File: src/rtl/core/prt_pkg.sv
`default_nettype none

package prt_pkg;

    typedef enum logic [1:0] {
        OP_TICK  = 2'd0,
        OP_READ  = 2'd1,
        OP_WRITE = 2'd2
    } op_t;

    typedef enum logic [1:0] {
        REG_DIV  = 2'd0,
        REG_CNT  = 2'd1,
        REG_MOD  = 2'd2,
        REG_CTRL = 2'd3
    } reg_sel_t;

    localparam int unsigned TICK_W       = 10;
    localparam int unsigned DATA_W       = 8;
    localparam int unsigned CTRL_EN_BIT  = 2;
    localparam logic [7:0]  DIV_TAP      = 8'hFF;
    localparam logic [7:0]  CNT_TOP      = 8'hFF;

    typedef struct packed {
        op_t                op;
        reg_sel_t           reg_sel;
        logic [DATA_W-1:0]  wdata;
    } item_t;

    typedef struct packed {
        logic [DATA_W-1:0]  rdata;
        logic               timer_irq;
    } result_t;

    // tick-count mask for periods 1024, 16, 64, 256
    function automatic logic [TICK_W-1:0] period_mask(input logic [1:0] sel);
        logic [TICK_W-1:0] m;
        case (sel)
            2'd0:    m = 10'h3FF;
            2'd1:    m = 10'h00F;
            2'd2:    m = 10'h03F;
            2'd3:    m = 10'h0FF;
            default: m = 10'h3FF;
        endcase
        return m;
    endfunction

endpackage

`default_nettype wire

File: src/rtl/core/prt_core.sv
`default_nettype none

module prt_core (
    input  wire logic            aclk,
    input  wire logic            aresetn,
    input  wire logic            step,
    input  wire prt_pkg::item_t  item,
    output prt_pkg::result_t     result
);

    logic [prt_pkg::TICK_W-1:0] tick_reg, tick_next;
    logic [prt_pkg::DATA_W-1:0] div_reg, div_next;
    logic [prt_pkg::DATA_W-1:0] cnt_reg, cnt_next;
    logic [prt_pkg::DATA_W-1:0] mod_reg, mod_next;
    logic [prt_pkg::DATA_W-1:0] ctrl_reg, ctrl_next;

    logic [prt_pkg::TICK_W-1:0] tick_inc;
    logic [prt_pkg::TICK_W-1:0] mask;
    logic                       cnt_hit;

    assign tick_inc = tick_reg + 10'd1;
    assign mask     = prt_pkg::period_mask(ctrl_reg[1:0]);
    assign cnt_hit  = ctrl_reg[prt_pkg::CTRL_EN_BIT] && ((tick_inc & mask) == mask);

    always_comb begin
        tick_next        = tick_reg;
        div_next         = div_reg;
        cnt_next         = cnt_reg;
        mod_next         = mod_reg;
        ctrl_next        = ctrl_reg;
        result.rdata     = '0;
        result.timer_irq = 1'b0;
        case (item.op)
            prt_pkg::OP_TICK: begin
                tick_next = tick_inc;
                if (tick_inc[7:0] == prt_pkg::DIV_TAP) begin
                    div_next = div_reg + 8'd1;
                end
                if (cnt_hit) begin
                    if (cnt_reg == prt_pkg::CNT_TOP) begin
                        cnt_next         = mod_reg;
                        result.timer_irq = 1'b1;
                    end else begin
                        cnt_next = cnt_reg + 8'd1;
                    end
                end
            end
            prt_pkg::OP_READ: begin
                case (item.reg_sel)
                    prt_pkg::REG_DIV:  result.rdata = div_reg;
                    prt_pkg::REG_CNT:  result.rdata = cnt_reg;
                    prt_pkg::REG_MOD:  result.rdata = mod_reg;
                    prt_pkg::REG_CTRL: result.rdata = ctrl_reg;
                    default:           result.rdata = '0;
                endcase
            end
            prt_pkg::OP_WRITE: begin
                case (item.reg_sel)
                    prt_pkg::REG_DIV:  div_next  = item.wdata;
                    prt_pkg::REG_CNT:  cnt_next  = item.wdata;
                    prt_pkg::REG_MOD:  mod_next  = item.wdata;
                    prt_pkg::REG_CTRL: ctrl_next = item.wdata;
                    default:           ctrl_next = ctrl_reg;
                endcase
            end
            default: begin
                tick_next = tick_reg;
            end
        endcase
    end

    always_ff @(posedge aclk) begin
        if (!aresetn) begin
            tick_reg <= '0;
            div_reg  <= '0;
            cnt_reg  <= '0;
            mod_reg  <= '0;
            ctrl_reg <= '0;
        end else if (step) begin
            tick_reg <= tick_next;
            div_reg  <= div_next;
            cnt_reg  <= cnt_next;
            mod_reg  <= mod_next;
            ctrl_reg <= ctrl_next;
        end
    end

endmodule

`default_nettype wire

File: src/rtl/core/prescaled_reload_timer.sv
`default_nettype none

// Timer with divider, counter, modulo and control registers. Each input beat
// is a tick, a register read or a register write; each produces exactly one
// output beat (read byte or zero, plus an overflow pulse). One beat is taken
// every cycle while the output side accepts: a beat is captured in an input
// register, processed against the timer state in a single combinational pass,
// and held in a result register before it is offered on the output.
module prescaled_reload_timer (
    input  wire logic        aclk,
    input  wire logic        aresetn,
    input  wire logic        s_tvalid,
    output logic             s_tready,
    input  wire logic [15:0] s_tdata,   // [1:0] reg_sel, [9:2] wdata, rest zero
    input  wire logic [1:0]  s_tuser,   // [1:0] op
    output logic             m_tvalid,
    input  wire logic        m_tready,
    output logic [15:0]      m_tdata    // [7:0] rdata, [8] timer_irq, rest zero
);

    prt_pkg::item_t   in_reg, in_next;
    logic             in_vld_reg, in_vld_next;
    prt_pkg::result_t res_reg;
    prt_pkg::result_t res_next;
    logic             out_vld_reg, out_vld_next;
    logic             advance;
    logic             s_take;

    assign advance  = in_vld_reg && (!out_vld_reg || m_tready);
    assign s_tready = !in_vld_reg || advance;
    assign s_take   = s_tvalid && s_tready;

    always_comb begin
        in_next         = in_reg;
        in_vld_next     = in_vld_reg && !advance;
        out_vld_next    = out_vld_reg && !m_tready;
        if (s_take) begin
            in_next.op      = prt_pkg::op_t'(s_tuser);
            in_next.reg_sel = prt_pkg::reg_sel_t'(s_tdata[1:0]);
            in_next.wdata   = s_tdata[9:2];
            in_vld_next     = 1'b1;
        end
        if (advance) begin
            out_vld_next = 1'b1;
        end
    end

    prt_core u_core (
        .aclk    (aclk),
        .aresetn (aresetn),
        .step    (advance),
        .item    (in_reg),
        .result  (res_next)
    );

    always_ff @(posedge aclk) begin
        if (!aresetn) begin
            in_vld_reg  <= 1'b0;
            out_vld_reg <= 1'b0;
        end else begin
            in_vld_reg  <= in_vld_next;
            out_vld_reg <= out_vld_next;
        end
    end

    always_ff @(posedge aclk) begin
        in_reg <= in_next;
        if (advance) begin
            res_reg <= res_next;
        end
    end

    assign m_tvalid = out_vld_reg;
    assign m_tdata  = {7'd0, res_reg.timer_irq, res_reg.rdata};

`ifndef SYNTHESIS
    // overflow pulse only comes from a tick beat
    assert property (@(posedge aclk) disable iff (!aresetn)
        advance && in_reg.op != prt_pkg::OP_TICK |=> !res_reg.timer_irq)
        else $error("timer_irq raised by a non-tick beat");

    // read data only comes from a read beat
    assert property (@(posedge aclk) disable iff (!aresetn)
        advance && in_reg.op != prt_pkg::OP_READ |=> res_reg.rdata == '0)
        else $error("nonzero rdata on a non-read beat");

    // a captured beat waiting on the output stage must hold
    assert property (@(posedge aclk) disable iff (!aresetn)
        in_vld_reg && !advance |=> in_vld_reg && $stable(in_reg))
        else $error("stalled input beat lost or changed");
`endif

endmodule

`default_nettype wire
File: config.mk
export PLATFORM = sky130hd
export DESIGN_NAME = prescaled_reload_timer
export DESIGN_NICKNAME = d
export VERILOG_FILES = /design/src/rtl/core/prt_pkg.sv /design/src/rtl/core/prt_core.sv /design/src/rtl/core/prescaled_reload_timer.sv
export SDC_FILE = /design/constraint.sdc
export NUM_CORES = 1
export LEC_CHECK = 0
export BUFFER_PORTS_ARGS = -buffer_cell sky130_fd_sc_hd__buf_2
export CELL_PAD_IN_SITES_DETAIL_PLACEMENT = 1
export CELL_PAD_IN_SITES_GLOBAL_PLACEMENT = 1
export CORE_UTILIZATION = 40
export CTS_CLUSTER_DIAMETER = 50
export DETAILED_ROUTE_END_ITERATION = 6
export GPL_ROUTABILITY_DRIVEN = 0
export GPL_TIMING_DRIVEN = 0
export PLACE_DENSITY_LB_ADDON = 0.12
export SYNTH_ARGS = -nofsm -noshare
export SYNTH_HDL_FRONTEND = slang
export SYNTH_SLANG_ARGS = --single-unit
File: constraint.sdc
create_clock -name aclk -period 5.1 [get_ports aclk]
set_input_delay 0.255 -clock aclk [delete_from_list [all_inputs] [get_ports aclk]]
set_output_delay 0.255 -clock aclk [all_outputs]
set_load 0.05 [all_outputs]
==> results of run 1 <==
## per-layer routing
metal	GRT usage, %	vias up
li1	-	1435
met5	0	-
met4	8.61	0
met2	37.1	70
met1	30.0	1475
met3	3.47	12
## kinds of logic after synthesis
group	synth area share, %
AO/OA/AOI/OAI	14.9
XOR/XNOR	1.94
adder cells (fa/ha/maj)	2.08
buffers and inverters	5.97
flip-flops	41.9
multiplexers	10.5
other	0.104
AND/OR/NAND/NOR	22.5
## power by group
part / total (uW) / switching, uW / internal [uW]
Clock: 420 / 197 / 223
Sequential: 566 / 16.7 / 550
Combinational: 111 / 75.3 / 36.1
Total: 1100 / 289 / 809
## critical path: cells and delay by family, from the launching register on
kind	cells	cell delay (ns)
AND/OR/NAND/NOR	3	0.86
flip-flops	1	0.54
adder cells (fa/ha/maj)	1	0.42
AO/OA/AOI/OAI	3	0.40
buffers and inverters	1	0.14
## synthesized netlist by cell type, types with 5 or more instances
| cell | n | area share, % |
|---|---|---|
| nand4_1 | 6 | 1.0 |
| mux2i_1 | 20 | 5.5 |
| or3_1 | 5 | 0.87 |
| nand2_1 | 32 | 3.3 |
| inv_1 | 8 | 0.83 |
| dfxtp_1 | 44 | 24 |
| buf_4 | 8 | 1.7 |
| xor2_1 | 6 | 1.5 |
| clkbuf_1 | 7 | 0.73 |
| nor2b_1 | 10 | 1.7 |
| buf_6 | 5 | 1.6 |
| a211oi_1 | 9 | 1.9 |
| a21oi_1 | 20 | 2.8 |
| ha_1 | 6 | 2.1 |
| nand3_1 | 12 | 1.7 |
| nor3_1 | 6 | 0.83 |
| mux4_2 | 8 | 5.0 |
| o21ai_0 | 18 | 2.5 |
| o311ai_1 | 5 | 1.2 |
| nor2_1 | 38 | 4.0 |
| edfxtp_1 | 21 | 17 |
## through the flow
stage,setup slack [ns],util (%)
5_1_grt,2.37,46.7
6_report,2.58,46.7
2_1_floorplan,2.93,-
3_3_place_gp,2.63,44.7
3_5_place_dp,2.57,44.7
4_1_cts,2.55,46.7
## cell type report
cell class / count / share of cell area, %
buffer: 25 / 4.55
clock buffer: 12 / 3.32
clock inverter: 4 / 1.07
inverter: 8 / 0.737
multi-input combinational: 275 / 46.7
sequential: 65 / 37.1
tap: 108 / 3.32
timing repair buffer: 26 / 3.19
## worst max path at each step
stage               depth (start not counted)                 to          startpoint  slack, ns
global route                                8  u_core.cnt_reg[4]  u_core.tick_reg[1]       2.37
global placement                            8  u_core.cnt_reg[4]  u_core.tick_reg[1]       2.63
finish                                      8  u_core.cnt_reg[4]  u_core.tick_reg[1]       2.58
CTS                                         8  u_core.cnt_reg[4]  u_core.tick_reg[1]       2.55
floorplan                                   8  u_core.cnt_reg[3]  u_core.tick_reg[1]       2.93
detailed placement                          8  u_core.cnt_reg[4]  u_core.tick_reg[1]       2.57
==> results by group, run 1 <==
Run status
  • Status: completed

STA
  • Fmax: 0.396 GHz
  • RSZ-0062 raised after global routing: no
  • Period utilization: 49.5%
  • Max_slew headroom: 38.4%
  • Post-layout min period: 2.52 ns
  • Final hold slack: 0.0726 ns
  • Count of final max-slew check failures: 0
  • Worst-Margin Slew: 0.919 ns
  • Fin. Hold Viols: 0
  • Fin Setup TNS: 0 ns
  • Setup Skew: 0.00634 ns
  • Number of setup violations in the final report: 0

Worst hold path
  • WHS Endpoint: in_reg[5]
  • Worst Hold Class: in2reg
  • Hold path depth: 1
  • Hold Crit Start: s_tdata[7]

Place
  • DP Wirelength: 7440 um
  • Port bufs: 26
  • DP Area: 3890 um2
  • DP Cell Count: 507

Clock tree
  • Clock buffer count from CTS: 9
  • Clk buf depth: 2
  • Clock Pin Slew Worst Setup and Hold Paths: 0.07 ns
  • CTS resizes: 0
  • Post-CTS Repair Setup Buffers: 0
  • H-tree Lvls: 3
  • CTS Hold Bufs: 0
  • # clock sinks: 65
  • CTS root buffer: clkbuf_8
  • Latest clock arrival within the worst-skew pair: 0.35 ns
  • TritonCTS clock tree: done

Floorplanning
  • Die Width: 97.0 um
  • IO Count: 40
  • Core area: 8720 um2
  • Die H: 97.0 um
  • Starting Density: 41.4%
  • Die area: 9400 um2
  • Rows: 34

Pwr
  • Final Power: 1100 uW
  • P per Cell Area: 270 nW/um2
  • Max IR drop VDD: 129 uV
  • Leakage power: 0.00153 uW

Synthesis
  • FFs w/ async S/R, synth: 0%
  • Top FF cell, synth: dfxtp_1
  • Mapped Cells: 367
  • Ys Warns: 0
  • Post-synthesis sequential area ratio: 41.9%
  • Syn Area/Cell: 9.83 um2
  • Netlist cell types: 64
  • Seq cells post-synth: 65
  • Post-synth EDFFs: 21
  • Cell Area, Synth: 3610 um2

Routing
  • Antenna Nets Post-Route: 0
  • Avg WL per Cell: 18.8 um
  • Drt drc: 0
  • Routed wire length: 9850 um
  • DR iter-0 viols: 115
  • Uppermost layer routed: met4
  • DR pass1 iterations: 4
  • M1 WL: 4680 um
  • Met2 WL post-DR: 4570 um
  • Total number of vias: 2,992
  • Met3 Wirelength: 426 um
  • Vias per cell: 5.72

Cells and area
  • Antenna diode count: 0
  • Net count, final: 438
  • Sequential Area: 1510 um2
  • Final std cells w/o fill: 523
  • Final Instance Area: 4070 um2
  • Layout cell share with drive strength beyond 1: 19.5%
  • Most frequent cells in the layout: 44 x dfxtp_1, 38 x nor2_1, 32 x nand2_1
  • Filler instances: 1,025
  • Area occupied by multi-input gates: 1900 um2
  • Max FFs per register: 12
  • Most common cell after layout, fill and taps aside: dfxtp_1
  • P&R area growth vs syn: 12.9%

Critical path
  • Reg2reg path depth: 8
  • Startpoint types: flip-flop
  • R2r endpoint: u_core.cnt_reg[4]
  • Critical path's slowest cell: dfxtp_1
  • Largest stage delay on the critical path: 0.54 ns
  • Worst Path Required: 5.31 ns
  • Worst setup EP type: flip-flop
  • CP Cell Sequence: ha_1 > nand3b_4 > o22ai_1 > or3_1 > and4bb_4 > buf_6 > a211oi_1 > a211oi_1
  • Reg-to-Reg Start: u_core.tick_reg[1]
  • Top cell by count, worst path: a211oi_1
  • R2R Setup Slk: 2.58 ns
  • WS Path Type: reg2reg
  • Arr. time, crit path: 2.73 ns
  • CP Max Fanout: 10

Flow run
  • Max-cap violation count: 0

Global routing
  • GRT Overall Usage: 22.6%
  • First-pass GRT wire length: 16,400 um
  • Initial antenna violation count: 0
  • Vias in the first global route: 3,112
  • Pin count of the biggest net entering global routing: 13
  • Grt total ovfl: 0
Power figures use the tool's default switching activity.
==> run 2: changes to the inputs <==
==> constraint.sdc (replaced) <==
create_clock -name aclk -period 2.21 [get_ports aclk]
set_input_delay 0.1105 -clock aclk [delete_from_list [all_inputs] [get_ports aclk]]
set_output_delay 0.1105 -clock aclk [all_outputs]
set_load 0.05 [all_outputs]
==> results by group, run 2 (same netlist as run 1, synthesis figures left out) <==
Run status
  • Status: completed

Floorplanning
  • Die Width: 97.0 um
  • Starting Density: 41.4%
  • Die area: 9400 um2
  • Rows: 34
  • Core area: 8720 um2
  • IO Count: 40
  • Die H: 97.0 um

Clock tree
  • H-tree Lvls: 3
  • # clock sinks: 65
  • Clk buf depth: 2
  • Latest clock arrival within the worst-skew pair: 0.35 ns
  • TritonCTS clock tree: done
  • Clock Pin Slew Worst Setup and Hold Paths: 0.07 ns
  • Clock buffer count from CTS: 9
  • CTS root buffer: clkbuf_8

Routing
  • Total number of vias: 3,093
  • Routed wire length: 10,300 um
  • Vias per cell: 5.69
  • Avg WL per Cell: 18.9 um
  • Antenna Nets Post-Route: 0
  • DR iter-0 viols: 133
  • Drt drc: 0
  • DR pass1 iterations: 4

STA
  • Count of final max-slew check failures: 0
  • RSZ-0062 raised after global routing: yes
  • Worst setup margin: 0.0177 ns
  • Post-layout min period: 2.19 ns
  • Period utilization: 99.2%
  • Fin. Hold Viols: 0
  • Number of setup violations in the final report: 0
  • Fmax: 0.456 GHz
  • Setup Skew: 0.00568 ns
  • Worst-Margin Slew: 0.696 ns
  • Final hold slack: 0.124 ns
  • Max_slew headroom: 53.2%

Place
  • DP Cell Count: 507
  • Post-place setup slack: -0.323 ns
  • DP Wirelength: 7440 um
  • Port bufs: 26

Global routing
  • Vias in the first global route: 3,202
  • First-pass GRT wire length: 16,800 um
  • Initial antenna violation count: 0
  • GRT Overall Usage: 23.1%
  • Grt total ovfl: 0
  • Pin count of the biggest net entering global routing: 13

Pwr
  • Max IR drop VDD: 301 uV
  • Final Power: 2570 uW
  • Leakage power: 0.00165 uW
  • P per Cell Area: 589 nW/um2

Cells and area
  • Area occupied by multi-input gates: 1960 um2
  • Antenna diode count: 0
  • Final std cells w/o fill: 544
  • Max FFs per register: 12
  • P&R area growth vs syn: 20.8%
  • Layout cell share with drive strength beyond 1: 23.4%
  • Sequential Area: 1520 um2
  • Most frequent cells in the layout: 42 x dfxtp_1, 38 x nor2_1, 31 x nand2_1
  • Filler instances: 993
  • Most common cell after layout, fill and taps aside: dfxtp_1
  • Net count, final: 459

Critical path
  • CP Cell Sequence: ha_4 > nand3b_4 > nor4b_4 > nor4_4 > and4bb_4 > buf_8 > a211oi_1 > a211oi_1
  • Largest stage delay on the critical path: 0.41 ns
  • Startpoint types: flip-flop
  • CP Max Fanout: 8
  • Buf/Inv on CP: 1
  • Worst Path Required: 2.47 ns
  • Worst setup EP type: flip-flop
  • WS Path Type: reg2reg
  • Arr. time, crit path: 2.45 ns
  • Top cell by count, worst path: a211oi_1
  • Critical path's slowest cell: nor4b_4
  • CP top delay family: simple AND/OR/NAND/NOR gates

Worst hold path
  • Worst Hold Class: in2reg

Flow run
  • Max-cap violation count: 0
[run 2: cell count changes in the layout (fill, tap and decap cells not counted), moves of 2 or more]
cell	change
dfxtp_1	-2
clkbuf_1	-2
a21boi_0	-2
ha_1	-2
o311ai_1	-3
o311ai_2	+3
buf_4	+9
dlygate4sd3_1	+13
[run 2: worst paths after layout]
check	to	slack [ns]	cells after the start	startpoint
max	u_core.cnt_reg[4]	0.02	8	u_core.tick_reg[1]
min	u_core.cnt_reg[7]	0.12	3	aresetn
max reg2reg	u_core.cnt_reg[4]	0.02	8	u_core.tick_reg[1]
min reg2reg	u_core.ctrl_reg[3]	0.51	2	u_core.ctrl_reg[3]
[run 2: final cells by class]
| class | instances | area share, % |
|---|---|---|
| sequential | 65 | 34.8 |
| inverter | 8 | 0.689 |
| tap | 108 | 3.10 |
| buffer | 23 | 4.16 |
| timing repair buffer | 49 | 8.10 |
| multi-input combinational | 275 | 45.0 |
| clock buffer | 12 | 3.10 |
| clock inverter | 4 | 1.00 |
[run 2: report_power, final]
part / leakage [uW] / internal [uW] / switching [uW]
sequential: 0.000559 / 1270 / 41.0
combinational: 0.00100 / 107 / 182
clock: 0.0000918 / 515 / 455
total: 0.00165 / 1890 / 678
[run 2: worst reg2reg max path: cells and delay by family, from the launching register on]
family / cells / cell delay (ns)
buffers and inverters: 1 / 0.14
AO/OA/AOI/OAI: 2 / 0.28
flip-flops: 1 / 0.38
adder cells (fa/ha/maj): 1 / 0.20
AND/OR/NAND/NOR: 4 / 1.11
[run 2: timing repair]
item,4_1_cts,5_1_grt
setup endpoints to repair,17,30
buffers inserted,2,7
gates resized for setup,7,10
endpoints found under the hold margin,13,0
hold buffers,13,0
gates cloned,0,1
pin swaps,3,5
[run 2: metal layers]
layer	track usage (%)	part of all wire [%]	vias up
met3	3.47	5.4	12
met5	0	0	-
li1	-	-	1479
met1	30.3	46	1523
met2	38.2	48	79
met4	8.61	1.2	0
[run 2: per-stage QoR]
step	instance area (um2)	utilization, %	setup TNS [ns]
2_1_floorplan	3630	-	0
3_3_place_gp	3890	44.7	-2.11
3_5_place_dp	3890	44.7	-3.39
4_1_cts	4240	48.6	0
5_1_grt	4360	50.0	-0.267
6_report	4360	50.0	0
